$ cat src/dihe_pkg.sv
package dihe_pkg;

   // integrator limits
   localparam int COUNT_MAX = 8;
   localparam int COUNT_MIN = 0;
   localparam int INTEG_W   = 4;
   localparam logic [INTEG_W-1:0] INTEG_TOP =
      INTEG_W'((COUNT_MAX < 15) ? COUNT_MAX : 15);
   localparam logic [INTEG_W-1:0] INTEG_BOTTOM = INTEG_W'(COUNT_MIN);

   localparam int HOLD_W = 16;
   localparam logic [HOLD_W-1:0] HOLD_SAT = '1;

   localparam int MASK_W = 10;
   localparam int PEND_W = 7;

   // csr port
   localparam int CSR_ADDR_W = 5;
   localparam int CSR_DATA_W = 32;

   typedef enum logic [2:0] {
      REG_ACTIVE_LEVEL  = 3'd0,
      REG_ON_THRESHOLD  = 3'd1,
      REG_OFF_THRESHOLD = 3'd2,
      REG_SHORT_DELAY   = 3'd3,
      REG_MID_DELAY     = 3'd4,
      REG_LONG_DELAY    = 3'd5,
      REG_REPEAT_START  = 3'd6,
      REG_REPEAT_PERIOD = 3'd7
   } reg_index_type;

   typedef enum logic [1:0] {
      ACT_SAMPLE = 2'd0,
      ACT_MANAGE = 2'd1,
      ACT_HOLD   = 2'd2
   } action_type;

   // event mask bit positions
   localparam int EV_CHANGE     = 0;
   localparam int EV_WORK       = 1;
   localparam int EV_IDLE       = 2;
   localparam int EV_PEND_BASE  = 3;

   // pending event bit positions
   localparam int PEND_WORK_SHORT = 0;
   localparam int PEND_IDLE_SHORT = 1;
   localparam int PEND_WORK_MID   = 2;
   localparam int PEND_IDLE_MID   = 3;
   localparam int PEND_WORK_LONG  = 4;
   localparam int PEND_IDLE_LONG  = 5;
   localparam int PEND_AUTOFIRE   = 6;

   typedef struct packed {
      logic                    active_level;
      logic [INTEG_W-1:0]      on_threshold;
      logic [INTEG_W-1:0]      off_threshold;
      logic [HOLD_W-1:0]       short_delay;
      logic [HOLD_W-1:0]       mid_delay;
      logic [HOLD_W-1:0]       long_delay;
      logic [HOLD_W-1:0]       repeat_start;
      logic [HOLD_W-1:0]       repeat_period;
   } cfg_type;

   localparam cfg_type CFG_RESET = '{
      active_level:  1'b0,
      on_threshold:  INTEG_W'(6),
      off_threshold: INTEG_W'(3),
      short_delay:   HOLD_W'(10),
      mid_delay:     HOLD_W'(30),
      long_delay:    HOLD_W'(100),
      repeat_start:  HOLD_W'(20),
      repeat_period: HOLD_W'(5)
   };

   typedef struct packed {
      logic                    debounced_state;
      logic [MASK_W-1:0]       event_mask;
      logic [HOLD_W-1:0]       hold_count;
   } result_type;

endpackage

$ cat src/dihe_csr.sv
module dihe_csr
   import dihe_pkg::*;
(
   input  logic                  clock,
   input  logic                  reset,
   input  logic                  psel,
   input  logic                  penable,
   input  logic                  pwrite,
   input  logic [CSR_ADDR_W-1:0] paddr,
   input  logic [CSR_DATA_W-1:0] pwdata,
   output logic [CSR_DATA_W-1:0] prdata,
   output logic                  pready,
   output cfg_type               cfg
);

   cfg_type       cfg_ff;
   cfg_type       cfg_in;
   reg_index_type index;
   logic          wr_en;

   assign pready = 1'b1;
   assign index  = reg_index_type'(paddr[CSR_ADDR_W-1:2]);
   assign wr_en  = psel & penable & pwrite & pready;
   assign cfg    = cfg_ff;

   always_comb begin
      cfg_in = cfg_ff;
      if (wr_en) begin
         unique case (index)
            REG_ACTIVE_LEVEL:  cfg_in.active_level  = pwdata[0];
            REG_ON_THRESHOLD:  cfg_in.on_threshold  = pwdata[INTEG_W-1:0];
            REG_OFF_THRESHOLD: cfg_in.off_threshold = pwdata[INTEG_W-1:0];
            REG_SHORT_DELAY:   cfg_in.short_delay   = pwdata[HOLD_W-1:0];
            REG_MID_DELAY:     cfg_in.mid_delay     = pwdata[HOLD_W-1:0];
            REG_LONG_DELAY:    cfg_in.long_delay    = pwdata[HOLD_W-1:0];
            REG_REPEAT_START:  cfg_in.repeat_start  = pwdata[HOLD_W-1:0];
            REG_REPEAT_PERIOD: cfg_in.repeat_period = pwdata[HOLD_W-1:0];
            default:           cfg_in = cfg_ff;
         endcase
      end
   end

   always_comb begin
      unique case (index)
         REG_ACTIVE_LEVEL:  prdata = CSR_DATA_W'(cfg_ff.active_level);
         REG_ON_THRESHOLD:  prdata = CSR_DATA_W'(cfg_ff.on_threshold);
         REG_OFF_THRESHOLD: prdata = CSR_DATA_W'(cfg_ff.off_threshold);
         REG_SHORT_DELAY:   prdata = CSR_DATA_W'(cfg_ff.short_delay);
         REG_MID_DELAY:     prdata = CSR_DATA_W'(cfg_ff.mid_delay);
         REG_LONG_DELAY:    prdata = CSR_DATA_W'(cfg_ff.long_delay);
         REG_REPEAT_START:  prdata = CSR_DATA_W'(cfg_ff.repeat_start);
         REG_REPEAT_PERIOD: prdata = CSR_DATA_W'(cfg_ff.repeat_period);
         default:           prdata = '0;
      endcase
   end

   always_ff @(posedge clock) begin
      if (reset) begin
         cfg_ff <= CFG_RESET;
      end else begin
         cfg_ff <= cfg_in;
      end
   end

endmodule

$ cat src/dihe_core.sv
module dihe_core
   import dihe_pkg::*;
(
   input  logic       clock,
   input  logic       reset,
   input  logic       step,
   input  logic [1:0] action,
   input  logic       pin_level,
   input  cfg_type    cfg,
   output result_type result
);

   logic [INTEG_W-1:0] integ_ff, integ_in;
   logic               state_ff, state_in;
   logic [HOLD_W-1:0]  hold_ff, hold_in;
   logic [HOLD_W-1:0]  phase_ff, phase_in;
   logic [PEND_W-1:0]  pend_ff, pend_in;
   logic [MASK_W-1:0]  mask;

   action_type         act;
   logic               steady;
   logic               advanced;
   logic               next_state;
   logic [HOLD_W-1:0]  hold_inc;
   logic [HOLD_W:0]    phase_step;

   assign act      = action_type'(action);
   assign steady   = state_ff ? (integ_ff >= cfg.on_threshold)
                              : (integ_ff < cfg.off_threshold);
   assign advanced = (hold_ff != HOLD_SAT);
   assign hold_inc = advanced ? hold_ff + HOLD_W'(1) : hold_ff;
   assign phase_step = {1'b0, phase_ff} + (HOLD_W+1)'(1);
   assign next_state = state_ff ? !(integ_ff < cfg.off_threshold)
                                : (integ_ff >= cfg.on_threshold);

   always_comb begin
      integ_in = integ_ff;
      state_in = state_ff;
      hold_in  = hold_ff;
      phase_in = phase_ff;
      pend_in  = pend_ff;
      mask     = '0;
      unique case (act)
         ACT_SAMPLE: begin
            if (pin_level == cfg.active_level) begin
               if (integ_ff < INTEG_TOP) integ_in = integ_ff + INTEG_W'(1);
            end else begin
               if (integ_ff > INTEG_BOTTOM) integ_in = integ_ff - INTEG_W'(1);
            end
         end
         ACT_MANAGE: begin
            if (next_state != state_ff) begin
               mask[EV_CHANGE] = 1'b1;
               mask[EV_WORK]   = next_state;
               mask[EV_IDLE]   = !next_state;
               hold_in         = '0;
               phase_in        = '0;
            end
            state_in = next_state;
            mask[EV_PEND_BASE +: PEND_W] = pend_ff;
            pend_in  = '0;
         end
         ACT_HOLD: begin
            if (steady) begin
               hold_in = hold_inc;
               if (state_ff) begin
                  if (hold_inc == cfg.short_delay) pend_in[PEND_WORK_SHORT] = 1'b1;
                  if (hold_inc == cfg.mid_delay)   pend_in[PEND_WORK_MID]   = 1'b1;
                  if (hold_inc == cfg.long_delay)  pend_in[PEND_WORK_LONG]  = 1'b1;
                  if (advanced) begin
                     if (hold_inc == cfg.repeat_start) begin
                        phase_in = '0;
                     end else if (hold_inc > cfg.repeat_start) begin
                        // period zero acts as one
                        phase_in = (phase_step >= {1'b0, cfg.repeat_period})
                                 ? '0 : phase_step[HOLD_W-1:0];
                     end
                  end
                  if (hold_inc >= cfg.repeat_start && phase_in == '0)
                     pend_in[PEND_AUTOFIRE] = 1'b1;
               end else begin
                  if (hold_inc == cfg.short_delay) pend_in[PEND_IDLE_SHORT] = 1'b1;
                  if (hold_inc == cfg.mid_delay)   pend_in[PEND_IDLE_MID]   = 1'b1;
                  if (hold_inc == cfg.long_delay)  pend_in[PEND_IDLE_LONG]  = 1'b1;
               end
            end
         end
         default: begin
            mask = '0;
         end
      endcase
   end

   assign result.debounced_state = state_in;
   assign result.event_mask      = mask;
   assign result.hold_count      = hold_in;

   always_ff @(posedge clock) begin
      if (reset) begin
         integ_ff <= '0;
         state_ff <= 1'b0;
         hold_ff  <= '0;
         phase_ff <= '0;
         pend_ff  <= '0;
      end else if (step) begin
         integ_ff <= integ_in;
         state_ff <= state_in;
         hold_ff  <= hold_in;
         phase_ff <= phase_in;
         pend_ff  <= pend_in;
      end
   end

endmodule

$ cat src/debounced_input_hold_events_unit.sv
// an accepted req word passes through the input register, then the result register, before its rsp word
// throughput: one word per cycle while the result register is empty or rsp_stall is low
// reset: synchronous, active high; clears the debounce state, the pipeline valids and
// restores every csr register to its default value
// no clearing pass, the block takes words right after reset
module debounced_input_hold_events_unit
   import dihe_pkg::*;
(
   input  logic                  clock,
   input  logic                  reset,
   // request channel
   input  logic                  req_valid,
   output logic                  req_stall,
   input  logic [1:0]            req_action,
   input  logic                  req_pin_level,
   // response channel
   output logic                  rsp_valid,
   input  logic                  rsp_stall,
   output logic                  rsp_debounced_state,
   output logic [MASK_W-1:0]     rsp_event_mask,
   output logic [HOLD_W-1:0]     rsp_hold_count,
   // csr port
   input  logic                  csr_psel,
   input  logic                  csr_penable,
   input  logic                  csr_pwrite,
   input  logic [CSR_ADDR_W-1:0] csr_paddr,
   input  logic [CSR_DATA_W-1:0] csr_pwdata,
   output logic [CSR_DATA_W-1:0] csr_prdata,
   output logic                  csr_pready
);

   cfg_type    cfg;
   result_type result;

   // input register
   logic       in_valid_ff, in_valid_in;
   logic [1:0] in_action_ff;
   logic       in_pin_ff;

   // result register
   logic       out_valid_ff, out_valid_in;
   result_type out_ff;

   logic       out_free;   // result register can load this cycle
   logic       advance;    // word in the input register moves into the result register
   logic       req_take;

   dihe_csr u_csr (
      .clock   (clock),
      .reset   (reset),
      .psel    (csr_psel),
      .penable (csr_penable),
      .pwrite  (csr_pwrite),
      .paddr   (csr_paddr),
      .pwdata  (csr_pwdata),
      .prdata  (csr_prdata),
      .pready  (csr_pready),
      .cfg     (cfg)
   );

   // state is updated at the same edge the result register loads, so the
   // next word in the input register already sees the new state
   dihe_core u_core (
      .clock     (clock),
      .reset     (reset),
      .step      (advance),
      .action    (in_action_ff),
      .pin_level (in_pin_ff),
      .cfg       (cfg),
      .result    (result)
   );

   assign out_free  = !out_valid_ff || !rsp_stall;
   assign advance   = in_valid_ff && out_free;
   // input register empties or moves on; holds one word while the result waits
   assign req_stall = in_valid_ff && !out_free;
   assign req_take  = req_valid && !req_stall;

   always_comb begin
      in_valid_in = in_valid_ff;
      if (req_take) begin
         in_valid_in = 1'b1;
      end else if (advance) begin
         in_valid_in = 1'b0;
      end
   end

   always_comb begin
      out_valid_in = out_valid_ff;
      if (out_free) begin
         out_valid_in = advance;
      end
   end

   always_ff @(posedge clock) begin
      if (reset) begin
         in_valid_ff  <= 1'b0;
         out_valid_ff <= 1'b0;
      end else begin
         in_valid_ff  <= in_valid_in;
         out_valid_ff <= out_valid_in;
      end
   end

   // payload registers, no reset
   always_ff @(posedge clock) begin
      if (req_take) begin
         in_action_ff <= req_action;
         in_pin_ff    <= req_pin_level;
      end
      if (advance) begin
         out_ff <= result;
      end
   end

   assign rsp_valid           = out_valid_ff;
   assign rsp_debounced_state = out_ff.debounced_state;
   assign rsp_event_mask      = out_ff.event_mask;
   assign rsp_hold_count      = out_ff.hold_count;

endmodule
$ cat config.mk
export PLATFORM = sky130hd
export DESIGN_NAME = debounced_input_hold_events_unit
export DESIGN_NICKNAME = d
export VERILOG_FILES = /design/src/dihe_pkg.sv /design/src/dihe_csr.sv /design/src/dihe_core.sv /design/src/debounced_input_hold_events_unit.sv
export SDC_FILE = /design/constraint.sdc
export NUM_CORES = 1
export LEC_CHECK = 0
export ABC_CLOCK_PERIOD_IN_PS = 5800
export BUFFER_PORTS_ARGS = -buffer_cell sky130_fd_sc_hd__buf_2
export CAP_MARGIN = 20
export CORE_MARGIN = 1
export CORE_UTILIZATION = 46
export CTS_BUF_LIST = sky130_fd_sc_hd__clkbuf_16
export DETAILED_ROUTE_END_ITERATION = 8
export GPL_ROUTABILITY_DRIVEN = 1
export PLACE_DENSITY = 0.76
export SETUP_SLACK_MARGIN = 0.05
export SLEW_MARGIN = 20
export SYNTH_ARGS = -nofsm -noshare
export SYNTH_HDL_FRONTEND = slang
export SYNTH_SLANG_ARGS = --single-unit
$ cat constraint.sdc
create_clock -name clock -period 5.8 [get_ports clock]
set_input_delay 1.74 -clock clock [delete_from_list [all_inputs] [get_ports clock]]
set_output_delay 1.74 -clock clock [all_outputs]
set_load 0.02 [all_outputs]
==> results of run 1 <==
==> where the power goes <==
part	internal [mW]	switching [mW]	leakage, nW	total (mW)
combinational	0.106	0.203	2.85	0.309
clock	0.603	0.520	0.286	1.12
sequential	1.19	0.0284	1.38	1.22
==> flip-flops by register name (all words and copies together) (netlist names) <==
register,cells
u_core.phase_ff,16
u_core.pend_ff,7
u_core.state_ff,1
rsp_valid,1
rsp_hold_count,16
u_core.integ_ff,4
in_pin_ff,1
rsp_event_mask,10
u_csr.cfg,89
rsp_debounced_state,1
u_core.hold_ff,16
in_action_ff,2
in_valid_ff,1
==> per-layer routing <==
| metal | share of wire [%] | vias up | routed length [um] | GRT usage [%] |
|---|---|---|---|---|
| met5 | 0 | - | 0 | 0 |
| met4 | 3.8 | 0 | 1230 | 12.8 |
| met3 | 11 | 85 | 3400 | 6.27 |
| met2 | 44 | 563 | 14300 | 45.3 |
| met1 | 41 | 4413 | 13300 | 40.3 |
| li1 | - | 4499 | - | - |
==> placed cells by master (no fill, tap or decap), types with 5 or more instances in the layout <==
| cell | count |
|---|---|
| a2111oi_0 | 6 |
| a211oi_1 | 13 |
| a21o_1 | 13 |
| a21oi_1 | 113 |
| a22o_1 | 40 |
| a31oi_1 | 9 |
| and2_1 | 9 |
| and3_1 | 14 |
| buf_2 | 73 |
| buf_4 | 38 |
| clkbuf_16 | 17 |
| conb_1 | 17 |
| dfxtp_1 | 135 |
| edfxtp_1 | 30 |
| ha_1 | 46 |
| inv_1 | 73 |
| mux2_2 | 5 |
| mux2i_1 | 14 |
| mux4_2 | 13 |
| nand2_1 | 211 |
| nand2b_1 | 14 |
| nand3_1 | 43 |
| nand4_1 | 19 |
| nor2_1 | 79 |
| nor2b_1 | 8 |
| nor3_1 | 17 |
| nor4_1 | 18 |
| o211ai_1 | 9 |
| o21ai_0 | 41 |
| o221ai_1 | 6 |
| or3_1 | 5 |
| xnor2_1 | 35 |
| xor2_1 | 26 |
==> kinds of logic (layout without fill, tap and decap cells) <==
group / after synthesis / count (layout) / synth area share [%]
compound gates: 299 / 299 / 19.4
xor+xnor: 61 / 61 / 5.29
fa+ha+maj: 47 / 47 / 5.89
buf+inv: 164 / 217 / 6.94
flops: 165 / 165 / 35.7
mux: 32 / 32 / 4.84
other cells: 2 / 17 / 0.0743
simple gates: 469 / 469 / 21.9
==> worst max path at each step <==
stage                      start        endpoint  depth (start not counted)
global placement    csr_paddr[2]   csr_prdata[0]                          4
global route        csr_paddr[2]  csr_prdata[11]                          6
detailed placement  csr_paddr[2]  csr_prdata[11]                          6
floorplan           csr_paddr[2]  csr_prdata[10]                          4
finish              csr_paddr[2]  csr_prdata[12]                          6
CTS                 csr_paddr[2]  csr_prdata[11]                          6
==> metrics by stage <==
stage / hold slack (ns) / area (um2)
2_1_floorplan: 0.417 / 10200
4_1_cts: 0.456 / 11300
3_5_place_dp: 0.440 / 10700
6_report: 0.451 / 11300
5_1_grt: 0.489 / 11300
3_3_place_gp: 0.431 / 10700
==> layout make-up <==
| type | instances | area share [%] |
|---|---|---|
| clock buffer | 17 | 3.76 |
| clock inverter | 15 | 1.31 |
| inverter | 73 | 2.42 |
| multi-input combinational | 925 | 51.8 |
| sequential | 165 | 31.9 |
| tap | 275 | 3.04 |
| timing repair buffer | 112 | 5.82 |
==> worst reg2reg max path: stages, from the launching register on <==
cell       delay (ns)
dfxtp_1          0.71
nand4_1          0.43
nor4_1           0.66
a2bb2oi_1        0.26
buf_4            0.24
ha_1             0.29
nand4_1          0.16
a2111oi_0        0.43
buf_4            0.20
or4_1            0.13
o21ai_0          0.11
a21oi_1          0.23
nor2_1           0.06
buf_4            0.22
a221o_1          0.36
==> qor.txt, run 1 <==
# rows = 53
first-pass GRT wire length = 50000 um
Mapped Area = 10100 um2
CTS Buf Count = 17
CP Launch Type = input port
FMAX = 192 MHz
Core ar. = 21300 um2
GRT Total Usage = 29.6%
Cells after Synth = 1239
share of layout cells above drive strength 1 = 13.3%
register bit total from synthesis = 165
initial antenna violation count = 1
final non-filler cell total = 1582
pin count of the biggest net entering global routing = 93
postcts setup bufs = 0
Synthesis Warnings = 0
slowest stage cell, crit path = buf_2
register area = 3600 um2
vias in the first global route = 8673
clock skew = 0.0143 ns
WL final = 32300 um
Setup CP Type = in2out
CTS hold repair buffers = 0
async set-reset flop share out of synthesis = 0%
area delta synth->final = 11.9%
leakage = 4.52 nW
share of the synthesized area in the top cell type = 26.7%
most common cell in the netlist = nand2_1
most common flop cell mapped by yosys = dfxtp_1
Post-Place Worst Slack = 0.645 ns
Hold Path Class = reg2reg
critical path's most frequent cell = buf_2
CTS Root Cell = clkbuf_16
Multi-input gate area = 5860 um2
Mapped Avg Cell Area = 8.16 um2
CTS clk-pin slew, worst paths = 0.06 ns
Inst Count DP = 1549
Initial DRC Count = 1047
crit-path leading delay family = buffers and inverters
# DRC = 0
worst reg-to-reg setup slack = 1.18 ns
Core Util, Final = 53.1%
relative slew slack = 28.7%
total negative slack = 0 ns
fin. max-slew vios = 0
FILL cells = 1993
Vias/cell = 6.04
Unique masters post-synth = 73
Final Hold Fails = 0
1st-pass router iterations = 6
Buf+Inv Stages, Crit Path = 3
GPL Wtd Cong = 0.967
peak supply drop = 0.203 mV
DIE AREA = 22600 um2
Max-Cap Viols = 0
RR Endpoint = u_core.phase_ff[11]$_SDFFE_PP0P_
worst-skew pair later-pin latency = 0.44 ns
Antenna Cells = 0
CTS tree = built
Crit. End Element = output port
endpoints failing setup = 0
Port Buffers = 73
Hold Path Sink = u_core.pend_ff[0]$_SDFFE_PP0P_
post-route minimum period = 5.20 ns
cells on worst reg2reg path = 14
via count = 9560
WL/cell = 20.4 um
CP required = 4.06 ns
Post-synth EDFFs = 30
worst setup margin = 0.604 ns
height of the die = 150 um
Synth top cells by count = 211 x nand2_1, 135 x dfxtp_1, 113 x a21oi_1
RR Startpoint = u_core.hold_ff[4]$_SDFFE_PP0P_
CTS H-Tree Depth = 4
total gr overflow = 0
top cells by area, synth = dfxtp_1 27%, edfxtp_1 8.9%, nand2_1 7.8%
Clock Sink Count = 165
crit path cell chain = buf_2 -> nand2b_1 -> nor2_1 -> buf_4 -> a22o_1 -> buf_2
worst hold path cell count = 2
Max clock buf depth = 2
post-CTS resize count = 0
Detail Route Antenna Nets = 0
Initial Util = 47.5%
die width = 150 um
power per cell area = 234 nW/um2
Final Power = 2.65 mW
post-detail-place hpwl = 23900 um
fin crit share = 89.6%
Arr. time, crit path = 3.46 ns
status = completed
Max FO, Critical Path = 28
worst min-delay path startpoint = u_core.pend_ff[0]$_SDFFE_PP0P_
area leader, netlist = dfxtp_1
RSZ-0062 raised after global routing = false
Least-Margin Pin Slew = 1.06 ns
slowest cell delay on critical path = 0.59 ns
sequential fraction of the synthesis area = 35.7%
nets = 1388
I/O pin count = 109
(Power assumes the default switching activity.)
==> run 2: changes to the inputs <==
Settings changed: CORE_UTILIZATION 46 to 60, GPL_TIMING_DRIVEN set to 0, PLACE_DENSITY 0.76 to 0.92.
==> qor.txt, run 2 (same netlist as run 1, synthesis figures left out) <==
Final Hold Fails = 0 (unchanged)
CP required = 4.06 ns (about the same)
power per cell area = 234 nW/um2 (about the same)
vias in the first global route = 9625 (was 8673)
worst hold path cell count = 2 (unchanged)
RR Endpoint = u_core.phase_ff[2]$_SDFFE_PP0P_ (was u_core.phase_ff[11]$_SDFFE_PP0P_)
peak supply drop = 0.304 mV (was 0.203 mV)
Multi-input gate area = 5880 um2 (was 5860 um2)
Internal = 1.88 mW (was 1.90 mW)
Initial DRC Count = 1594 (was 1047)
fin crit share = 98.2% (was 89.6%)
FILL cells = 1349 (was 1993)
cells on worst reg2reg path = 13 (was 14)
CTS clk-pin slew, worst paths = 0.07 ns (was 0.06 ns)
worst setup margin = 0.106 ns (was 0.604 ns)
switching share of total power = 30.0% (was 28.3%)
Arr. time, crit path = 3.95 ns (was 3.46 ns)
nets = 1442 (was 1388)
post-detail-place hpwl = 26800 um (was 23900 um)
RR Startpoint = u_core.hold_ff[0]$_SDFFE_PP0P_ (was u_core.hold_ff[4]$_SDFFE_PP0P_)
# rows = 47 (was 53)
sequential share of power = 45.1% (was 46.0%)
CTS H-Tree Depth = 4 (unchanged)
WL final = 35600 um (was 32300 um)
1st-pass router iterations = 6 (unchanged)
GRT Total Usage = 41.3% (was 29.6%)
net switching power = 0.803 mW (was 0.752 mW)
relative slew slack = 16.0% (was 28.7%)
Max clock buf depth = 2 (unchanged)
height of the die = 132 um (was 150 um)
first-pass GRT wire length = 54300 um (was 50000 um)
Crit. End Element = output port (unchanged)
Core ar. = 16500 um2 (was 21300 um2)
worst hold slack = 0.462 ns (was 0.451 ns)
pin count of the biggest net entering global routing = 28 (was 93)
commonest non-fill, non-tap cells in the layout = 211 x nand2_1, 135 x dfxtp_1, 113 x a21oi_1 (unchanged)
max reg flops = 89 (unchanged)
Final Power = 2.68 mW (was 2.65 mW)
fin. max-slew vios = 0 (unchanged)
die width = 132 um (was 150 um)
total gr overflow = 0 (unchanged)
CTS tree = built (unchanged)
FMAX = 176 MHz (was 192 MHz)
Clock Sink Count = 165 (unchanged)
Max FO, Critical Path = 10 (was 28)
CTS Buf Count = 17 (unchanged)
leakage = 4.60 nW (was 4.52 nW)
most common cell after layout, fill and taps aside = nand2_1 (unchanged)
Max-Cap Viols = 0 (unchanged)
endpoints failing setup = 0 (unchanged)
post-route minimum period = 5.69 ns (was 5.20 ns)
Detail Route Antenna Nets = 0 (unchanged)
GPL Wtd Cong = 1.03 (was 0.967)
Least-Margin Pin Slew = 1.25 ns (was 1.06 ns)
status = completed (unchanged)
part of the power in combinational logic = 12.9% (was 11.7%)
RSZ-0062 raised after global routing = false (unchanged)
Antenna Cells = 0 (unchanged)
worst min-delay path startpoint = u_core.pend_ff[3]$_SDFFE_PP0P_ (was u_core.pend_ff[0]$_SDFFE_PP0P_)
Hold Path Sink = u_core.pend_ff[3]$_SDFFE_PP0P_ (was u_core.pend_ff[0]$_SDFFE_PP0P_)
CTS Root Cell = clkbuf_16 (unchanged)
share of layout cells above drive strength 1 = 12.6% (was 13.3%)
clock share of power = 42.0% (was 42.4%)
WL/cell = 22.5 um (was 20.4 um)
CP Launch Type = input port (unchanged)
Post-Place Worst Slack = -0.0997 ns (was 0.645 ns)
Initial Util = 61.2% (was 47.5%)
Setup CP Type = in2out (unchanged)
worst-skew pair later-pin latency = 0.45 ns (was 0.44 ns)
via count = 10368 (was 9560)
register area = 3600 um2 (unchanged)
DIE AREA = 17400 um2 (was 22600 um2)
Vias/cell = 6.56 (was 6.04)
Hold Path Class = reg2reg (unchanged)
I/O pin count = 109 (unchanged)
# DRC = 0 (unchanged)
area delta synth->final = 13.3% (was 11.9%)
initial antenna violation count = 0 (was 1)
clock skew = 0.0174 ns (was 0.0143 ns)
Port Buffers = 71 (was 73)
worst reg-to-reg setup slack = 0.31 ns (was 1.18 ns)
-- run 2: area by class of cell --
class | count | share of cell area [%]
clock inverter | 15 | 1.39
buffer | 91 | 3.76
sequential | 165 | 31.5
timing repair buffer | 75 | 3.54
tap | 220 | 2.40
multi-input combinational | 925 | 51.3
inverter | 73 | 2.39
clock buffer | 17 | 3.71
-- run 2: power by group through the flow --
stage	Combinational [mW]	Clock [mW]	Sequential, mW
global route	0.364	1.16	1.21
detailed placement	0.329	0	1.23
finish	0.345	1.13	1.21
CTS	0.331	1.12	1.21
global placement	0.322	0	1.23
floorplan	0.208	0	1.24
-- run 2: stage by stage --
stage	cells	utilization [%]	setup TNS, ns	cell area, um2
CTS	1578	69.1	0	11400
detailed placement	1546	65.5	-0.585	10800
global route	1581	69.3	0	11500
floorplan	1254	-	0	10200
finish	1581	69.3	0	11500
global placement	1545	65.3	-0.582	10800
-- run 2: how the worst max path moves through the flow --
stage,start,endpoint,slack [ns]
floorplan,csr_paddr[2],csr_prdata[10],0.64
global placement,u_core.hold_ff[0]$_SDFFE_PP0P_,u_core.phase_ff[2]$_SDFFE_PP0P_,-0.08
detailed placement,u_core.hold_ff[0]$_SDFFE_PP0P_,u_core.phase_ff[2]$_SDFFE_PP0P_,-0.1
CTS,u_core.hold_ff[0]$_SDFFE_PP0P_,u_core.phase_ff[2]$_SDFFE_PP0P_,0.05
global route,u_core.hold_ff[0]$_SDFFE_PP0P_,u_core.phase_ff[2]$_SDFFE_PP0P_,0.10
finish,csr_paddr[3],csr_prdata[12],0.11
-- run 2: worst max-delay path, cell delays in order --
cell and delay, ns:
buf_2 0.18, clkbuf_1 0.55, clkbuf_1 0.65, mux4_2 0.41
a22o_1 0.24, buf_2 0.18
-- run 2: what timing repair did --
action                     CTS  global route
setup buffers                0             3
pin swaps                    0             1
hold buffers                 0             0
setup endpoints to repair   10            21
hold endpoints to repair     0             0
gates resized for setup      2             5
-- run 2: routing by layer --
layer	up-vias	share of wire (%)	GRT usage (%)
li1	4593	-	-
met1	4830	37	52.4
met3	151	12	8.15
met5	-	0	0
met2	794	45	65.2
met4	0	6.3	25.2
